**config.mk**
```make
export PLATFORM = sky130hd
export DESIGN_NAME = swas_ctrl
export DESIGN_NICKNAME = d
export VERILOG_FILES = /design/src/rtl/core/swas_pkg.sv /design/src/rtl/core/swas_ctrl.sv
export SDC_FILE = /design/constraint.sdc
export NUM_CORES = 1
export LEC_CHECK = 0
export ABC_AREA = 1
export BUFFER_PORTS_ARGS = -buffer_cell sky130_fd_sc_hd__buf_2
export CORE_AREA = 8 8 45 47
export CTS_CLUSTER_SIZE = 24
export DETAILED_ROUTE_END_ITERATION = 16
export DIE_AREA = 0 0 53 55
export PLACE_DENSITY = 0.76
export SYNTH_ARGS = -nofsm -noshare
export SYNTH_HDL_FRONTEND = slang
export SYNTH_SLANG_ARGS = --single-unit
```
**constraint.sdc**
```tcl
create_clock -name clk -period 3 [get_ports clk]
set_clock_uncertainty 0.2 [all_clocks]
set_input_delay 0.45 -clock clk [delete_from_list [all_inputs] [get_ports clk]]
set_output_delay 0.45 -clock clk [all_outputs]
set_load 0.05 [all_outputs]
```
**src/rtl/core/swas_pkg.sv**
```systemverilog
// package: shared types, widths and constants of the sliding-window arq sender
package swas_pkg;

  localparam int FUNC_W       = 2;
  localparam int SEQ_FIELD_W  = 10;
  localparam int TOTAL_W      = 10;
  localparam int WIN_W        = 6;
  localparam int TIMEOUT_W    = 32;
  localparam int CFG_IDX_W    = 2;
  localparam int CFG_DATA_W   = 32;
  localparam int RESULT_LIMIT = 64;
  localparam int CNT_W        = $clog2(RESULT_LIMIT + 1);

  localparam int MAX_FRAMES_DEF = 1024;
  localparam int TIME_BITS_DEF  = 32;

  localparam logic [TOTAL_W-1:0]   TOTAL_RST   = TOTAL_W'(1);
  localparam logic [WIN_W-1:0]     WIN_RST     = WIN_W'(50);
  localparam logic [TIMEOUT_W-1:0] TIMEOUT_RST = TIMEOUT_W'(1000);

  localparam logic [CFG_IDX_W-1:0] CFG_TOTAL   = CFG_IDX_W'(0);
  localparam logic [CFG_IDX_W-1:0] CFG_WINDOW  = CFG_IDX_W'(1);
  localparam logic [CFG_IDX_W-1:0] CFG_TIMEOUT = CFG_IDX_W'(2);

  typedef enum logic [FUNC_W-1:0] {
    FUNC_START = 2'd0,
    FUNC_TICK  = 2'd1,
    FUNC_ACK   = 2'd2
  } func_t;

  typedef enum logic [3:0] {
    ST_IDLE,
    ST_ACK_RD,
    ST_ACK_CHK,
    ST_WALK_RD,
    ST_WALK_CHK,
    ST_RT_RD,
    ST_RT_CHK,
    ST_SEND,
    ST_STATUS
  } state_t;

  typedef struct packed {
    logic accept;
    logic start;
    logic tick;
    logic rd_ack;
    logic wr_ack;
    logic lar_inc;
    logic load_retx;
    logic load_send;
    logic load_status;
  } swas_cmd_t;

  typedef struct packed {
    logic active;
    logic done;
    logic ack_ok;
    logic lar_lt_fs;
    logic rd_acked;
    logic rd_timed_out;
    logic can_send;
    logic can_send_next;
    logic out_free;
  } swas_stat_t;

endpackage

```
**src/rtl/core/swas_ctrl.sv**
```systemverilog
// controller: sequences start, tick and ack handling and result emission
module swas_ctrl (
  input  logic                      clk,
  input  logic                      rst_n,
  input  logic                      in_valid,
  input  logic [swas_pkg::FUNC_W-1:0] in_func,
  output logic                      in_ready,
  input  swas_pkg::swas_stat_t      stat,
  output swas_pkg::swas_cmd_t       cmd
);
  import swas_pkg::*;

  state_t state_r, state_nxt;
  func_t  func;

  assign func = func_t'(in_func);

  always_ff @(posedge clk) begin
    if (!rst_n) begin
      state_r <= ST_IDLE;
    end else begin
      state_r <= state_nxt;
    end
  end

  always_comb begin
    state_nxt = state_r;
    unique case (state_r)
      ST_IDLE: begin
        if (in_valid) begin
          unique case (func)
            FUNC_TICK: state_nxt = (stat.active && !stat.done) ? ST_RT_RD : ST_STATUS;
            FUNC_ACK:  state_nxt = ST_ACK_RD;
            default:   state_nxt = ST_STATUS;
          endcase
        end
      end
      ST_ACK_RD:   state_nxt = stat.ack_ok ? ST_ACK_CHK : ST_STATUS;
      ST_ACK_CHK:  state_nxt = stat.rd_timed_out ? ST_STATUS : ST_WALK_RD;
      ST_WALK_RD:  state_nxt = stat.lar_lt_fs ? ST_WALK_CHK : ST_STATUS;
      ST_WALK_CHK: state_nxt = stat.rd_acked ? ST_WALK_RD : ST_STATUS;
      ST_RT_RD:    state_nxt = stat.lar_lt_fs ? ST_RT_CHK : ST_SEND;
      ST_RT_CHK: begin
        if (stat.rd_acked || !stat.rd_timed_out) begin
          state_nxt = ST_SEND;
        end else if (stat.out_free) begin
          state_nxt = stat.can_send ? ST_SEND : ST_IDLE;
        end
      end
      ST_SEND: begin
        if (!stat.can_send) begin
          state_nxt = ST_STATUS;
        end else if (stat.out_free && !stat.can_send_next) begin
          state_nxt = ST_IDLE;
        end
      end
      ST_STATUS: begin
        if (stat.out_free) begin
          state_nxt = ST_IDLE;
        end
      end
      default: state_nxt = ST_IDLE;
    endcase
  end

  always_comb begin
    cmd      = '0;
    in_ready = 1'b0;
    unique case (state_r)
      ST_IDLE: begin
        in_ready   = 1'b1;
        cmd.accept = in_valid;
        cmd.start  = in_valid && (func == FUNC_START);
        cmd.tick   = in_valid && (func == FUNC_TICK);
      end
      ST_ACK_RD:   cmd.rd_ack = 1'b1;
      ST_ACK_CHK:  cmd.wr_ack = !stat.rd_timed_out;
      ST_WALK_CHK: cmd.lar_inc = stat.rd_acked;
      ST_RT_CHK:   cmd.load_retx = !stat.rd_acked && stat.rd_timed_out && stat.out_free;
      ST_SEND:     cmd.load_send = stat.can_send && stat.out_free;
      ST_STATUS:   cmd.load_status = stat.out_free;
      default:     cmd = '0;
    endcase
  end
endmodule

```
==> results.toml, run 1 <==
[layout]
utilization_pct = 55.9
largest_reg_flops = 4
diodes = 0
synthesis_to_finish_area_growth_pct = 25.6
top_regs = "state_r x4"
top_register = "state_r"
fin_nets = 161
design_area_sq_um = 773
post_route_cells_drive_above_1_share_pct = 28.9

[timing]
finalSetupViolations = 0
period_share_pct = 69.5
min_period_ns = 2.08
timing_worst_slew_pin_value_ns = 0.312
timing.setup.tns_ns = 0
fin_ws_ns = 0.916
hold_viol_final = 0
slew_headroom_pct = 79.2
setup_repair_after_global_routing_missed_its_margin = "false"
fmaxAchievable_mhz = 480
report.final.slew_viol_count = 0

[synthesis]
netlist_top_cells_count = "sky130_fd_sc_hd__nand2_1 (30), sky130_fd_sc_hd__nor2_1 (26), sky130_fd_sc_hd__inv_1 (19)"
post_synth.cell_area_avg_sq_um = 5.31
synth_cells = 116
synth_cell_types = 17
synth-edff-count = 0
synth_fp_nets = 133
dominantRegCellSynth = "sky130_fd_sc_hd__dfxtp_1"
post_synth_instance_area_sq_um = 616
synth.most_common_cell = "sky130_fd_sc_hd__nand2_1"
synth_warnings = 0
synthArstFlopShare_pct = 0
synth-seq-area-share_pct = 13.0
yosysTopAreaCell = "sky130_fd_sc_hd__nand2_1"
synth_largest_type_area_fraction_pct = 18.3
post_synth_main_area_contributors = "sky130_fd_sc_hd__nand2_1 (18%), sky130_fd_sc_hd__nor2_1 (16%), sky130_fd_sc_hd__dfxtp_1 (13%), sky130_fd_sc_hd__inv_1 (12%), sky130_fd_sc_hd__nand3_1 (8.1%)"
number_of_storage_elements_in_the_synthesis_netlist = 4

[routing]
vias = 747
ant_nets = 0
route.detailed.vias_per_inst = 4.73
met3WireLength_um = 90
drt-initial-drc-count = 13
drt_drc_violations_left = 0
wl_per_cell_um = 10.0
m1WireLength_um = 765
detail_route.wirelength_um = 1580
wl_met2_um = 708
drt_pre_antenna_iters = 4
highest-signal-layer = "met4"

[clocking]
cts_setup_buffers = 0
cts.root.buffer_cell = "sky130_fd_sc_hd__clkbuf_4"
h-tree-depth = 1
cts_hold_buffers = 0
path_clk_slew_ns = 0.04
cts-root-to-sink-buffers = 2
post_cts_resize_count = 0
cts-buffers-inserted = 3
clock_latency_ns = 0.23
clock_sink_count = 4
tritoncts_clock_tree = "done"

[pwr]
max-vdd-ir-drop_mv = 0.259
power_per_cell_area_nw_per_um2 = 316
leakagePower_nw = 0.473

[status]
run_status = "finished, final reports clean"

[floorplan]
placeableCoreArea_sq_um = 1380
fp-row-count = 14
die_height_um = 55
floorplan.die.width_um = 53
ios = 24
die_ar_sq_um = 2920
starting_density_of_the_core_pct = 44.5

[placement]
place_hpwl_um = 1400
io_buffers = 23
placed_area_sq_um = 751
final_replace_weighted_congestion = 0.897
preCtsSetupSlack_ns = 1.03

[worst_setup_path]
cp.required_ns = 2.35
endpoint_kind = "primary output"
cp.arrival_ns = 1.43
timing.critical_path.cells = "inv_2 > nor2_2 > nand2_2 > nor3_1 > buf_2"
critical_path.startpoint = "state_r[1]$_SDFFE_PN0P_"
setup.worst_path.start_class = "flop"
critPathMaxStageDelay_ns = 0.44
worst_r2r_startpoint = "state_r[1]$_SDFFE_PN0P_"
critical_path.top_delay_family = "flip-flops"
kind_of_critical_path = "flop to primary output"
worst-path-buf-inv = 2
cp_max_fo = 4
slowest_stage = "sky130_fd_sc_hd__dfxtp_1"

[grt]
grt_first_pass_wirelength_um = 2730
grt_start_max_net_pins = 7
grt_pass1_vias = 710
grt_antenna_before_repair = 0
grt.overflow.total = 0
groute.usage.overall_pct = 11.7

[worst_hold_path]
hold_path_startpoint = "rst_n"
hold_path_class = "primary input to flop"

[run]
maxCapViolations = 0
## logic make-up (layout without fill, tap and decap cells)
family                     Yosys count  count (layout)  synth area share [%]
AOI/OAI and AO/OA                    5               5                  4.68
adders and majority gates            3               3                  6.10
buffers and inverters               22              48                  13.4
DFF                                  4               4                  13.0
and+or+nand+nor                     82              82                  62.8
## final cells by class
class,count,area (sq um)
Inverter,22,82.6
Clock buffer,3,22.5
Fill cell,159,611
Tap cell,16,20.0
Multi-Input combinational cell,90,453
Sequential cell,4,80.1
Timing Repair Buffer,23,115
## cell usage in the layout (no fill, tap or decap)
cell                        n
sky130_fd_sc_hd__ha_1       3
sky130_fd_sc_hd__nand3b_1   1
sky130_fd_sc_hd__buf_2     23
sky130_fd_sc_hd__o21ai_2    1
sky130_fd_sc_hd__nor2_4     4
sky130_fd_sc_hd__nand3_1   10
sky130_fd_sc_hd__nand4_1    1
sky130_fd_sc_hd__nor2_1    26
sky130_fd_sc_hd__a21oi_1    4
sky130_fd_sc_hd__dfxtp_1    4
sky130_fd_sc_hd__nor2_2     3
sky130_fd_sc_hd__nand2_2    2
sky130_fd_sc_hd__nor3_1     3
sky130_fd_sc_hd__nand3_2    1
sky130_fd_sc_hd__nand2_1   30
sky130_fd_sc_hd__inv_2      3
sky130_fd_sc_hd__nand2_4    1
sky130_fd_sc_hd__clkbuf_4   3
sky130_fd_sc_hd__inv_1     19
## worst paths after layout
path / slack [ns] / cells past startpoint / end
hold / removal: 0.30 / 3 / state_r[3]$_SDFFE_PN0P_
setup / recovery: 0.92 / 5 / cmd[2]
setup reg to reg: 1.51 / 8 / state_r[2]$_SDFFE_PN0P_
hold reg to reg: 0.37 / 2 / state_r[1]$_SDFFE_PN0P_
## through the flow
stage	hold WS, ns	std cells	power [mW]
6_report	0.297	158	0.245
3_5_place_dp	0.356	155	0.182
5_1_grt	0.323	158	0.265
3_3_place_gp	0.345	155	0.180
4_1_cts	0.291	158	0.248
2_1_floorplan	0.313	116	0.151
## where the power goes
group	total [mW]	internal (mW)	switching [mW]
Sequential	0.0624	0.0567	0.00568
Combinational	0.118	0.0356	0.0823
Clock	0.0644	0.0446	0.0198
Total	0.245	0.137	0.108
## worst min-delay path, stage by stage
cell and delay, ns:
sky130_fd_sc_hd__buf_2 0.07, sky130_fd_sc_hd__inv_1 0.06, sky130_fd_sc_hd__a21oi_1 0.11
## per-layer routing
metal	global-route usage, %	vias to the layer above
met5	0	-
met4	3.88	0
met3	2.94	2
met2	20.1	22
met1	14.0	318
li1	-	405
Power figures use the tool's default switching activity.
==> inputs of run 2 (changes only) <==
--- a/config.mk
+++ b/config.mk
@@ -5,13 +5,13 @@
 export SDC_FILE = /design/constraint.sdc
 export NUM_CORES = 1
 export LEC_CHECK = 0
-export ABC_AREA = 1
+export ABC_AREA = 0
 export BUFFER_PORTS_ARGS = -buffer_cell sky130_fd_sc_hd__buf_2
-export CORE_AREA = 8 8 45 47
+export CORE_MARGIN = 8
+export CORE_UTILIZATION = 42
 export CTS_CLUSTER_SIZE = 24
 export DETAILED_ROUTE_END_ITERATION = 16
-export DIE_AREA = 0 0 53 55
-export PLACE_DENSITY = 0.76
+export PLACE_DENSITY = 0.74
 export SYNTH_ARGS = -nofsm -noshare
 export SYNTH_HDL_FRONTEND = slang
 export SYNTH_SLANG_ARGS = --single-unit
==> constraint.sdc (replaced) <==
create_clock -name clk -period 1.9 [get_ports clk]
set_clock_uncertainty 0.2 [all_clocks]
set_input_delay 0.285 -clock clk [delete_from_list [all_inputs] [get_ports clk]]
set_output_delay 0.285 -clock clk [all_outputs]
set_load 0.05 [all_outputs]
==> results.toml, run 2 <==
[routing]
drt-initial-drc-count = 7
route.detailed.vias_per_inst = 5.93
vias = 711
ant_nets = 0
drt_pre_antenna_iters = 4
detail_route.wirelength_um = 1840
drt_drc_violations_left = 0
wl_per_cell_um = 15.3

[timing]
slew_headroom_pct = 69.2
timing_worst_slew_pin_value_ns = 0.458
timing.setup.tns_ns = 0
period_share_pct = 97.2
report.final.slew_viol_count = 0
fmaxAchievable_mhz = 542
min_period_ns = 1.85
hold_viol_final = 0
finalSetupViolations = 0
setup_repair_after_global_routing_missed_its_margin = "true"

[synthesis]
post_synth_main_area_contributors = "sky130_fd_sc_hd__dfxtp_1 (14%), sky130_fd_sc_hd__ha_1 (6.4%), sky130_fd_sc_hd__a221oi_2 (5.1%), sky130_fd_sc_hd__and3_1 (4.2%), sky130_fd_sc_hd__inv_1 (3.8%)"
synth_warnings = 0
synth_fp_nets = 90
synth_compound_area_share_pct = 27.6
synth-seq-area-share_pct = 13.6
number_of_storage_elements_in_the_synthesis_netlist = 4
synth.most_common_cell = "sky130_fd_sc_hd__inv_1"
post_synth.cell_area_avg_sq_um = 8.07
synth_top_family_by_area = "simple AND/OR/NAND/NOR gates"
netlist_top_cells_count = "sky130_fd_sc_hd__inv_1 (6), sky130_fd_sc_hd__a21oi_1 (4), sky130_fd_sc_hd__and3_1 (4), sky130_fd_sc_hd__dfxtp_1 (4), sky130_fd_sc_hd__nor3_1 (4)"
yosys.area_share.xor_xnor_pct = 0
simple_gate_portion_of_the_synthesized_area_pct = 41.6
synth-edff-count = 0
synth_cells = 73
yosysTopAreaCell = "sky130_fd_sc_hd__dfxtp_1"
synth_fa_ha_area_share_pct = 6.37
dominantRegCellSynth = "sky130_fd_sc_hd__dfxtp_1"
synth_largest_type_area_fraction_pct = 13.6
synth.mux.area_fraction_pct = 1.70
synthArstFlopShare_pct = 0
synth_cell_types = 42
post_synth_instance_area_sq_um = 589

[worst_setup_path]
reg2reg_depth = 4
slowest_stage = "sky130_fd_sc_hd__dfxtp_4"
setup.worst_path.start_class = "flop"
worst-path-buf-inv = 2
critPathMaxStageDelay_ns = 0.37
worst-path-stages = 4
critical_path.top_delay_family = "simple AND/OR/NAND/NOR gates"
endpoint_kind = "primary output"
cp.arrival_ns = 1.36
cp.required_ns = 1.41
cp_max_fo = 11
kind_of_critical_path = "flop to primary output"
timing.critical_path.cells = "buf_4 > nor3_2 > and3_1 > buf_6"

[pwr]
max-vdd-ir-drop_mv = 0.280
sequentialPowerShare_pct = 25.0
leakagePower_nw = 0.383
power_per_cell_area_nw_per_um2 = 421
p_sw_uw = 140
fin_total_pwr_uw = 379
power_share_of_the_combinational_group_pct = 44.2
p_clk_share_pct = 30.7
p_sw_share_pct = 37.1
power_report.internal_total_uw = 238

[layout]
final-seq-area_sq_um = 95.1
multi_input_comb_area_sq_um = 503
most-common-layout-cells = "sky130_fd_sc_hd__buf_2 (14), sky130_fd_sc_hd__buf_4 (12), sky130_fd_sc_hd__inv_1 (6), sky130_fd_sc_hd__clkbuf_4 (6)"
post_route_cells_drive_above_1_share_pct = 51.4
top_regs = "state_r x4"
most_common_library_cell_in_the_layout_ignoring_fill_and_taps = "sky130_fd_sc_hd__buf_2"
synthesis_to_finish_area_growth_pct = 52.9
fin_nets = 123
fillers = 116
top_register = "state_r"
final_cells = 120
largest_reg_flops = 4
utilization_pct = 69.2
diodes = 0

[grt]
grt_start_max_net_pins = 19
grt_pass1_vias = 673
grt_antenna_before_repair = 0
groute.usage.overall_pct = 12.5
grt_first_pass_wirelength_um = 2820
grt.overflow.total = 0

[clocking]
h-tree-depth = 1
tritoncts_clock_tree = "done"
clock_latency_ns = 0.23
clock_sink_count = 4
cts_hold_buffers = 0
path_clk_slew_ns = 0.04
cts.root.buffer_cell = "sky130_fd_sc_hd__clkbuf_4"
cts-buffers-inserted = 3
cts-root-to-sink-buffers = 2

[worst_hold_path]
hold-path-cell-count = 2
hold_path_class = "primary input to flop"

[run]
maxCapViolations = 0

[floorplan]
die_height_um = 53.5
starting_density_of_the_core_pct = 45.3
ios = 24
floorplan.die.width_um = 53.5
die_ar_sq_um = 2860
fp-row-count = 13
placeableCoreArea_sq_um = 1300

[placement]
final_replace_weighted_congestion = 0.816
placed_cells_incl_taps = 112
place_hpwl_um = 1390
io_buffers = 23

[status]
run_status = "finished, final reports clean"
## run 2: timing repair
action                                  4_1_cts  5_1_grt
resized for setup                            13       10
endpoints found under the hold margin         0        0
endpoints found under the setup margin        9        9
buffers inserted                              1        3
pin swaps                                     2        3
## run 2: cell families (layout without fill, tap and decap cells)
| family | count (synthesis) | after routing |
|---|---|---|
| simple gates | 34 | 34 |
| buf+inv | 11 | 43 |
| fa+ha+maj | 3 | 3 |
| compound gates | 20 | 20 |
| flops | 4 | 4 |
| mux | 1 | 1 |
## run 2: worst paths after layout
kind / slack, ns / startpoint / end
worst max-delay path: 0.05 / state_r[0]$_SDFFE_PN0P_ / cmd[0]
worst min-delay path: 0.09 / rst_n / state_r[2]$_SDFFE_PN0P_
worst max register to register: 0.13 / state_r[2]$_SDFFE_PN0P_ / state_r[3]$_SDFFE_PN0P_
worst min register to register: 0.47 / state_r[3]$_SDFFE_PN0P_ / state_r[3]$_SDFFE_PN0P_
## run 2: metrics by stage
step                instance area, sq um  hold WS [ns]  setup slack, ns
floorplan                            628         0.203           -0.288
global placement                     776         0.324           0.0771
finish                               901        0.0882           0.0538
CTS                                  846        0.0810         0.000810
global route                         901        0.0818         -0.00881
detailed placement                   776         0.324           0.0345
## run 2: area by class of cell
cell class	count	area share, %
timing repair buffer	33	26.1
multi-input combinational	58	55.8
clock buffer	4	2.92
inverter	6	2.50
tap	15	2.08
sequential	4	10.6
## run 2: worst reg2reg max path, cell delays in order (launching register included)
cell and delay (ns):
sky130_fd_sc_hd__dfxtp_4 0.40, sky130_fd_sc_hd__or3b_2 0.48, sky130_fd_sc_hd__a211oi_1 0.30, sky130_fd_sc_hd__a21oi_1 0.10, sky130_fd_sc_hd__a221oi_2 0.21
## run 2: power groups by stage
stage | Sequential (mW) | Clock [mW] | Combinational (mW)
2_1_floorplan | 0.0941 | 0 | 0.102
3_3_place_gp | 0.100 | 0 | 0.141
3_5_place_dp | 0.100 | 0 | 0.143
4_1_cts | 0.0979 | 0.121 | 0.155
5_1_grt | 0.0950 | 0.133 | 0.179
6_report | 0.0949 | 0.116 | 0.167
## run 2: routing by layer
layer  vias up  share of wire (%)  GRT usage, %
met3         0                5.9          2.80
met5         -                  0             0
met4         0                  0          6.30
li1        347                  -             -
met2        19                 51          20.7
met1       345                 43          14.7
